<file path="config.mk">
export PLATFORM = sky130hd
export DESIGN_NAME = msjd_stats
export DESIGN_NICKNAME = d
export VERILOG_FILES = /design/src/design/msjd_pkg.sv /design/src/design/msjd_stats.sv
export SDC_FILE = /design/constraint.sdc
export NUM_CORES = 1
export LEC_CHECK = 0
export CORE_ASPECT_RATIO = 0.5
export CORE_MARGIN = 2
export CORE_UTILIZATION = 70
export DETAILED_ROUTE_END_ITERATION = 8
export DONT_BUFFER_PORTS = 1
export PLACE_DENSITY = 0.95
export SETUP_SLACK_MARGIN = 0.5
export SLEW_MARGIN = 15
export SYNTH_ARGS = -nofsm -noshare
export SYNTH_HDL_FRONTEND = slang
export SYNTH_SLANG_ARGS = --single-unit
</file>
<file path="constraint.sdc">
create_clock -name clock -period 8.6 [get_ports clock]
set_input_delay 0.86 -clock clock [delete_from_list [all_inputs] [get_ports clock]]
set_output_delay 0.86 -clock clock [all_outputs]
set_load 0.005 [all_outputs]
</file>
<file path="src/design/msjd_pkg.sv">
package msjd_pkg;

   localparam int DEF_NUM_SERVERS = 8;
   localparam int DEF_WAIT_DEPTH  = 1024;
   localparam int DEF_TIME_BITS   = 32;

   typedef enum logic [1:0] {
      OP_ARRIVE   = 2'd0,
      OP_COMPLETE = 2'd1,
      OP_OBSERVE  = 2'd2
   } op_type;

   typedef struct packed {
      op_type      op;
      logic [2:0]  server_id;
      logic [31:0] now;
   } req_type;

   typedef struct packed {
      logic        dispatched;
      logic [2:0]  dispatch_server;
      logic        queued;
      logic        dropped;
      logic        bad_completion;
      logic [10:0] waiting_count;
      logic [3:0]  busy_count;
      logic [31:0] served_total;
      logic [47:0] delay_total;
      logic [31:0] observation_total;
      logic [47:0] occupancy_total;
      logic [31:0] empty_total;
   } rsp_type;

   // one update of the running statistics
   typedef struct packed {
      logic        served;
      logic        observed;
      logic        empty;
      logic [47:0] delay;
      logic [47:0] jobs;
   } stats_upd_type;

   typedef struct packed {
      logic [31:0] served;
      logic [47:0] delay;
      logic [31:0] observe;
      logic [47:0] occupancy;
      logic [31:0] empty;
   } stats_type;

   typedef struct packed {
      logic pop;
      logic push;
   } idle_cmd_type;

endpackage

</file>
<file path="src/design/msjd_stats.sv">
module msjd_stats (
   input  logic                    clock,
   input  logic                    reset,
   input  msjd_pkg::stats_upd_type upd,
   output msjd_pkg::stats_type     totals
);

   msjd_pkg::stats_type sums_ff;
   msjd_pkg::stats_type sums_in;
   logic [48:0]         delay_sum;
   logic [48:0]         occ_sum;

   always_comb begin
      delay_sum = {1'b0, sums_ff.delay} + {1'b0, upd.delay};
      occ_sum   = {1'b0, sums_ff.occupancy} + {1'b0, upd.jobs};
      sums_in   = sums_ff;
      if (upd.served) begin
         if (sums_ff.served != '1) begin
            sums_in.served = sums_ff.served + 32'd1;
         end
         sums_in.delay = delay_sum[48] ? '1 : delay_sum[47:0];
      end
      if (upd.observed) begin
         if (sums_ff.observe != '1) begin
            sums_in.observe = sums_ff.observe + 32'd1;
         end
         sums_in.occupancy = occ_sum[48] ? '1 : occ_sum[47:0];
         if (upd.empty && sums_ff.empty != '1) begin
            sums_in.empty = sums_ff.empty + 32'd1;
         end
      end
   end

   always_ff @(posedge clock) begin
      if (reset) begin
         sums_ff <= '0;
      end else begin
         sums_ff <= sums_in;
      end
   end

   assign totals = sums_ff;

endmodule

</file>
==> summary.md <==
| Metric | Value |
|---|---|
| Vias in the first global route | `11671` |
| Area growth, synth to finish | `3.625%` |
| # hold bufs at CTS | `0` |
| TritonCTS Buffers | `17` |
| Drt wl/cell | `19.80 um` |
| Measured slew at the worst slew-check pin | `1.006 ns` |
| Core ar. | `18480 um^2` |
| Clk root buf | `clkbuf_16` |
| Cell Area, Placed | `13190 um^2` |
| Total Power | `2.939 mW` |
| N_diodes | `0` |
| Cells after synthesis | `1637` |
| Top-area cell type share of the netlist area | `28.92%` |
| Final min period | `3.898 ns` |
| PnR worst setup slack | `4.702 ns` |
| Logic pwr share | `36.4%` |
| Post-CTS setup buffers | `0` |
| Fin util | `74.52%` |
| First-pass GRT wire length | `57.06 mm` |
| Skew-Pair Late Insertion Delay | `0.44 ns` |
| Htree depth | `4` |
| Pwr dens | `213.4 nW/um^2` |
| Leakage | `5.239 nW` |
| Max reg flops | `192` |
| Pins Over Slew Limit | `0` |
| Final setup viols | `0` |
| Critical path class | `primary input to register` |
| Post-synth top flop | `dfxtp_1` |
| Initial Utilization | `71.92%` |
| Grt total ovfl | `0` |
| Clk buf depth | `2` |
| Flip-flop and latch area | `3844 um^2` |
| Die Wd | `198.9 um` |
| Worst setup SP type | `primary input` |
| Filler cell count | `1330` |
| Netlist cell types | `90` |
| Footprint of the multi-input gates | `8853 um^2` |
| GP Congestion | `0.9629` |
| Sequential-to-total area share from yosys stat | `28.92%` |
| Largest net degree at the start of global routing | `193` |
| Pre-CTS WS | `4.273 ns` |
| Clock skew | `0.01371 ns` |
| Worst Path Arrival | `4.21 ns` |
| Internal | `1.811 mW` |
| Seq pwr share | `36.6%` |
| Syn. warnings | `0` |
| Clock sinks | `192` |
| Cell Area, Synth | `13290 um^2` |
| Hold Path Class | `primary input to register` |
| Synth area leaders | `dfxtp_1, ha_1, nor2_1, xor2_1, xnor2_1` |
| Post-cts sizing count | `0` |
| Fin nets | `1778` |
| Site Rows | `35` |
| Synth area leader | `dfxtp_1` |
| Pre-antenna DRT Iters | `6` |
| Overall via count from detail_route | `12217` |
| Post-Route WL | `36.57 mm` |
| Setup TNS | `0 ns` |
| Async set-reset flop share out of synthesis | `0%` |
| RSZ-0062 raised after global routing | `no` |
| CTS tree | `done` |
| Status | `completed` |
| CP required | `8.91 ns` |
| Tot GR Track Use | `34.86%` |
| Max stage delay cell, worst path | `and2_2` |
| Full die area | `20170 um^2` |
| Switching share of power | `38.37%` |
| # IOs | `293` |
| # port buffers | `0` |
| Top cell by count, worst path | `o31ai_2` |
| Design area | `13770 um^2` |
| Syn avg cell area | `8.119 um^2` |
| Die Ht | `101.4 um` |
| Final period util | `45.33%` |
| Max-cap violation count | `0` |
| CP Capture Type | `register` |
| Crit path cell chain | `ha_1 > fa_1 > a21oi_1 > o221ai_1 > and4_1 > o31ai_2 > a211oi_2 > o31ai_2 > and2_2 > buf_4 > a211oi_1` |
| DRT iter0 DRCs | `698` |
| Crit-path max FO | `29` |
| Vias per cell | `6.615` |
| Crit-path max cell delay | `0.50 ns` |
| Clk network pwr share | `27.0%` |
| Register bit count reported by yosys | `192` |
| Switching Power | `1.128 mW` |
| Final HPWL from detailed placement | `27.03 mm` |
| Initial antenna violation count | `0` |
| Syn nets | `1839` |
| DRC Markers | `0` |
| Clock transition at path regs | `0.08 ns` |
| Post-synth EDFFs | `0` |
| Antenna viol nets, final | `0` |
| Maximum vdd ir drop | `0.0001502 V` |
| Fraction of layout cells with a size suffix above 1 | `6.423%` |
| Hold Fails Final Rpt | `0` |
| Relative slew slack | `32.30%` |
| Max Fclk | `256.5 MHz` |
## synth_stat cells (all sizes together) (16+ instances only)
| master | count |
|---|---|
| a211oi | 107 |
| nor3 | 31 |
| nand2 | 117 |
| buf | 37 |
| xnor2 | 69 |
| a21o | 39 |
| nand3 | 47 |
| dfxtp | 192 |
| nor2 | 232 |
| ha | 99 |
| nor4 | 16 |
| o21ai | 92 |
| inv | 41 |
| nand4 | 41 |
| and3 | 16 |
| a21oi | 117 |
| or3 | 25 |
| xor2 | 98 |
| clkbuf | 43 |
## logic make-up after synthesis
kind of cell / synth area share [%]
and+or+nand+nor: 20.98
AOI/OAI and AO/OA: 24.71
DFF: 28.92
xor gates and xnor gates: 11.01
buffers and inverters: 4.462
adders and majority gates: 9.622
muxes: 0.3013
## critical path: cells and delay by family
family / cells / cell delay, ns
simple gates: 2 / 0.78
fa+ha+maj: 2 / 0.62
buf+inv: 1 / 0.50
compound gates: 6 / 1.45
## layout make-up
| class | instances | share of cell area (%) |
|---|---|---|
| Multi-Input combinational cell | 1322 | 64.29 |
| Clock inverter | 14 | 1.136 |
| Tap cell | 259 | 2.353 |
| Timing Repair Buffer | 2 | 0.1090 |
| Sequential cell | 192 | 27.91 |
| Inverter | 41 | 1.117 |
| Clock buffer | 17 | 3.089 |
## power by group through the flow
stage               clock [mW]  sequential (mW)  combinational, mW
floorplan                    0             1.06              0.893
global placement             0             1.09               1.01
detailed placement           0             1.09               1.04
CTS                      0.798             1.07               1.05
global route             0.833             1.08               1.17
finish                   0.794             1.08               1.07
## worst paths after layout
check	from	to	slack, ns	cells after the start
max	upd[48]	totals[113]$_SDFFE_PP0P_	4.70	11
min	reset	totals[151]$_SDFFE_PP0P_	0.50	1
min reg2reg	totals[53]$_SDFFE_PP0P_	totals[53]$_SDFFE_PP0P_	0.52	2
max reg2reg	totals[112]$_SDFFE_PP0P_	totals[113]$_SDFFE_PP0P_	4.77	11
## metrics by stage
step,cells,hold WS [ns]
3_5_place_dp,1816,0.5091
5_1_grt,1847,0.4697
4_1_cts,1847,0.4817
3_3_place_gp,1816,0.4894
2_1_floorplan,1637,0.4828
6_report,1847,0.4972
## routing by layer
| metal | vias up | track usage (%) | routed length, um |
|---|---|---|---|
| met1 | 5741 | 39.57 | 14420 |
| met4 | 0 | 15.04 | 1297 |
| li1 | 5829 | - | - |
| met2 | 537 | 61.11 | 17410 |
| met5 | - | 0 | 0 |
| met3 | 110 | 11.26 | 3434 |
## placed cells by master, fill, tap and decap left out, drive strengths merged, types with 9 or more instances in the layout
cell type,count
a211oi,107
clkbuf,17
xor2,98
o31ai,14
ha,99
xnor2,69
nand2,117
o21bai,10
nand3,47
inv,46
nor2,232
and4,14
a31oi,10
o21ai,92
a41oi,9
dfxtp,192
and2,13
nor4,16
nor3,31
and3,16
nand4,41
o21a,13
a21oi,117
or3,25
a21o,39
Note: power is estimated with default switching activity, not from simulation.
