## config.mk

```make
export PLATFORM = sky130hd
export DESIGN_NAME = msjd_idle
export DESIGN_NICKNAME = d
export VERILOG_FILES = /design/src/design/msjd_pkg.sv /design/src/design/msjd_idle.sv
export SDC_FILE = /design/constraint.sdc
export NUM_CORES = 1
export LEC_CHECK = 0
export BUFFER_PORTS_ARGS = -buffer_cell sky130_fd_sc_hd__buf_2
export CAP_MARGIN = 20
export CORE_AREA = 2 2 92 94
export CTS_BUF_LIST = sky130_fd_sc_hd__clkbuf_16
export CTS_CLUSTER_SIZE = 16
export DETAILED_ROUTE_END_ITERATION = 8
export DIE_AREA = 0 0 94 96
export MAX_ROUTING_LAYER = met4
export PLACE_DENSITY = 0.47
export SYNTH_ARGS = -nofsm -noshare
export SYNTH_HDL_FRONTEND = slang
export SYNTH_SLANG_ARGS = --single-unit
```

## constraint.sdc

```tcl
create_clock -name clock -period 7.1 [get_ports clock]
set_input_delay 1.42 -clock clock [delete_from_list [all_inputs] [get_ports clock]]
set_output_delay 1.42 -clock clock [all_outputs]
set_load 0.02 [all_outputs]
```

## src/design/msjd_pkg.sv

```systemverilog
package msjd_pkg;

   localparam int DEF_NUM_SERVERS = 8;
   localparam int DEF_WAIT_DEPTH  = 1024;
   localparam int DEF_TIME_BITS   = 32;

   typedef enum logic [1:0] {
      OP_ARRIVE   = 2'd0,
      OP_COMPLETE = 2'd1,
      OP_OBSERVE  = 2'd2
   } op_type;

   typedef struct packed {
      op_type      op;
      logic [2:0]  server_id;
      logic [31:0] now;
   } req_type;

   typedef struct packed {
      logic        dispatched;
      logic [2:0]  dispatch_server;
      logic        queued;
      logic        dropped;
      logic        bad_completion;
      logic [10:0] waiting_count;
      logic [3:0]  busy_count;
      logic [31:0] served_total;
      logic [47:0] delay_total;
      logic [31:0] observation_total;
      logic [47:0] occupancy_total;
      logic [31:0] empty_total;
   } rsp_type;

   // one update of the running statistics
   typedef struct packed {
      logic        served;
      logic        observed;
      logic        empty;
      logic [47:0] delay;
      logic [47:0] jobs;
   } stats_upd_type;

   typedef struct packed {
      logic [31:0] served;
      logic [47:0] delay;
      logic [31:0] observe;
      logic [47:0] occupancy;
      logic [31:0] empty;
   } stats_type;

   typedef struct packed {
      logic pop;
      logic push;
   } idle_cmd_type;

endpackage

```

## src/design/msjd_idle.sv

```systemverilog
module msjd_idle #(
   parameter int NUM_SERVERS = msjd_pkg::DEF_NUM_SERVERS,
   localparam int SRV_W      = (NUM_SERVERS > 1) ? $clog2(NUM_SERVERS) : 1,
   localparam int CNT_W      = $clog2(NUM_SERVERS + 1)
) (
   input  logic                   clock,
   input  logic                   reset,
   input  msjd_pkg::idle_cmd_type cmd,
   input  logic [SRV_W-1:0]       push_id,
   output logic [SRV_W-1:0]       head_id,
   output logic [CNT_W-1:0]       idle_count,
   output logic [NUM_SERVERS-1:0] busy
);

   logic [SRV_W-1:0]       fifo_ff [NUM_SERVERS];
   logic [SRV_W-1:0]       head_ff;
   logic [CNT_W-1:0]       count_ff;
   logic [NUM_SERVERS-1:0] busy_ff;
   logic [SRV_W:0]         tail_sum;
   logic [SRV_W:0]         tail_wrap;
   logic [SRV_W-1:0]       tail_idx;
   logic [SRV_W-1:0]       head_in;

   always_comb begin
      tail_sum  = {1'b0, head_ff} + (SRV_W+1)'(count_ff);
      tail_wrap = (tail_sum >= (SRV_W+1)'(NUM_SERVERS)) ?
                  tail_sum - (SRV_W+1)'(NUM_SERVERS) : tail_sum;
      tail_idx  = tail_wrap[SRV_W-1:0];
      head_in   = (head_ff == SRV_W'(NUM_SERVERS - 1)) ? '0 : head_ff + 1'b1;
   end

   always_ff @(posedge clock) begin
      if (reset) begin
         for (int i = 0; i < NUM_SERVERS; i++) begin
            fifo_ff[i] <= SRV_W'(i);
         end
         head_ff  <= '0;
         count_ff <= CNT_W'(NUM_SERVERS);
         busy_ff  <= '0;
      end else if (cmd.pop) begin
         head_ff                   <= head_in;
         count_ff                  <= count_ff - 1'b1;
         busy_ff[fifo_ff[head_ff]] <= 1'b1;
      end else if (cmd.push) begin
         fifo_ff[tail_idx] <= push_id;
         count_ff          <= count_ff + 1'b1;
         busy_ff[push_id]  <= 1'b0;
      end
   end

   assign head_id    = fifo_ff[head_ff];
   assign idle_count = count_ff;
   assign busy       = busy_ff;

endmodule

```

==> impl_metrics.py <==
metrics = {
    "run_status": {
        "status": "completed",
    },
    "floorplanning": {
        "ioPinCount": 22,
        "die_footprint_sq_um": 9020,
        "initial_utilization_pct": 26.2,
        "rows": 33,
        "chipWidth_um": 94,
        "die_h_um": 96,
        "core-area_sq_um": 8050,
    },
    "layout": {
        "insertedDiodeCount": 0,
        "mostFrequentLayoutCell": "edfxtp_1",
        "layout-area-overhead-vs-synth_pct": 16.9,
        "final_net_count": 218,
        "layout-drive-gt1-share_pct": 23.9,
        "multi_input_comb_area_sq_um": 942,
        "final_core_util_pct": 30.7,
        "n_fill_cell": 834,
        "design_area_sq_um": 2470,
        "sequential_cell_area_sq_um": 1080,
        "most_frequent_cells_in_the_layout": "edfxtp_1, buf_2, nor2_1",
    },
    "yosys": {
        "ys_seq_area_share_pct": 51.2,
        "synthesis.area_per_instance_sq_um": 11.4,
        "post_synth_inst_count": 186,
        "netlist_area_sq_um": 2110,
        "synth_warnings": 0,
        "ys_seq_elements": 42,
        "synth.net_count": 200,
        "synthFlopType": "edfxtp_1",
        "count_of_flip_flops_with_a_built_in_enable_after_synthesis": 24,
        "synthArstFlopShare_pct": 0,
        "synthDistinctLibCells": 43,
    },
    "flow_run": {
        "max_cap_viol_count": 0,
    },
    "sta": {
        "slew_headroom_pct": 64.6,
        "setup_tns_ns": 0,
        "achievable-frequency_ghz": 0.293,
        "clock_skew_ns": 0.00378,
        "report.final.hold_viol_count": 0,
        "maxSlewViolCount": 0,
        "setup_viol_count_final": 0,
        "rsz0062_at_grt": "false",
        "layout_worst_path_cycle_share_pct": 48.1,
        "finalCriticalPeriod_ns": 3.42,
        "least_margin_pin_slew_ns": 0.531,
    },
    "setup_path": {
        "critical_path.endpoint_type": "output pin",
        "worst-setup-path-type": "reg2out",
        "worst-r2r-setup-slack_ns": 4.67,
        "cp_max_fo": 8,
        "cp.required_ns": 5.68,
        "cp_data_arrival_time_ns": 2.00,
        "worst_path_max_delay_cell": "mux4_2",
        "reg2reg_start": "idle_count[0]",
        "worst_setup_path_start_kind": "flop",
        "cp_cell_sequence": "mux4_2 -> mux2i_4 -> inv_2 -> buf_2",
        "cpPeakStageDelay_ns": 0.60,
    },
    "global_route": {
        "number_of_antenna_violations_at_the_first_check_in_global_routing": 0,
        "grt.overflow.total": 0,
        "grt_pass1_wl_um": 7490,
        "first_global_vias": 1409,
        "grt_max_degree": 30,
        "grt_usage_pct": 11.3,
    },
    "detailed_routing": {
        "first_drt_iteration_drcs": 64,
        "vias": 1399,
        "avgViaCountPerCell": 4.51,
        "drt_pre_antenna_iters": 4,
        "post_route_ant_nets": 0,
        "drc_violation_count_after_routing": 0,
        "wl_um": 4580,
        "wire_per_inst_um": 14.8,
    },
    "power_and_ir_drop": {
        "leakage_power_summed_over_all_cells_nw": 0.876,
        "ir_drop_v": 0.000101,
        "powerDensity_nw_per_um2": 261,
    },
    "placement": {
        "dpl.hpwl_um": 3310,
        "global_placer_s_final_weighted_congestion": 0.751,
        "port-buffer-count": 21,
        "placement.cell_area_sq_um": 2300,
    },
    "clock_network": {
        "clock_insertion_delay_worst_skew_ns": 0.28,
        "clock_path_buffers": 2,
        "cts_made_buffers": 5,
        "cts.sink_count": 42,
        "clkTransAtPathRegs_ns": 0.06,
        "ctsHoldBuffers": 0,
        "clock_tree.htree_level_count": 2,
        "ctsRootBufferMaster": "clkbuf_16",
        "clock_tree_from_tritoncts": "yes",
        "cts_setup_buffers": 0,
        "cts.repair.resized": 0,
    },
    "worst_hold_path": {
        "holdCritPathClass": "reg2reg",
        "hold_path.startpoint": "busy[1]",
    },
}
[synth_stat cells, types with 5 or more instances]
master | number | area share (%)
edfxtp_1 | 24 | 34
nor2_1 | 19 | 3.4
dfxtp_1 | 18 | 17
nand2_1 | 11 | 2.0
clkbuf_1 | 8 | 1.4
inv_1 | 8 | 1.4
nand2b_1 | 8 | 2.4
or2_2 | 8 | 2.4
a21oi_1 | 7 | 1.7
nor4_1 | 7 | 2.1
mux4_2 | 6 | 6.4
nor3_1 | 6 | 1.4
ha_1 | 5 | 3.0
nand4_1 | 5 | 1.5
[worst paths after layout]
path	to	cells past startpoint
max	head_id[1]	4
min	busy[1]	2
max reg2reg	fifo_ff[6][1]	7
min reg2reg	busy[1]	2
[area by class of cell]
cell class	count	area share (%)
multi-input cells	122	38.1
clock inverters	3	1.67
repair buffers	21	4.25
flip-flops and latches	42	43.7
clock buffers	5	5.06
well taps	105	5.32
inverters	12	1.82
[cells by family (layout without fill, tap and decap cells)]
| kind of cell | count (synthesis) | in the layout | synth area share [%] |
|---|---|---|---|
| xor+xnor | 3 | 3 | 1.95 |
| fa+ha+maj | 7 | 7 | 4.86 |
| buf+inv | 22 | 41 | 4.26 |
| mux | 13 | 13 | 11.0 |
| simple gates | 81 | 81 | 20.7 |
| flops | 42 | 42 | 51.2 |
| compound gates | 18 | 18 | 6.16 |
[sequential cells by signal, indices dropped and copies added, names as in the netlist, named ones only]
register,flops
fifo_ff,24
busy,8
idle_count,4
head_ff,3
[critical path: cells and delay by family, from the launching register on]
kind / cells / cell delay (ns)
multiplexers: 2 / 0.93
flip-flops: 1 / 0.56
buffers and inverters: 2 / 0.22
[metrics by stage]
step	hold WS, ns	std cells	power (W)	worst slack (ns)
2_1_floorplan	0.514	186	0.000364	4.29
3_3_place_gp	0.448	302	0.000393	3.93
3_5_place_dp	0.449	302	0.000393	3.93
4_1_cts	0.459	310	0.000652	3.63
5_1_grt	0.481	310	0.000674	3.55
6_report	0.458	310	0.000645	3.68
[routing by layer]
metal  wire length, um  GRT usage (%)
met3               121           2.35
met1              2340           15.9
met5                 0              -
met4                15           2.90
met2              2100           16.8
[power breakdown]
part / internal (W) / total, W / switching, W
registers: 0.000270 / 0.000281 / 0.0000103
logic: 0.0000414 / 0.000106 / 0.0000642
clock network: 0.000165 / 0.000259 / 0.0000945
Note: power is estimated with default switching activity, not from simulation.
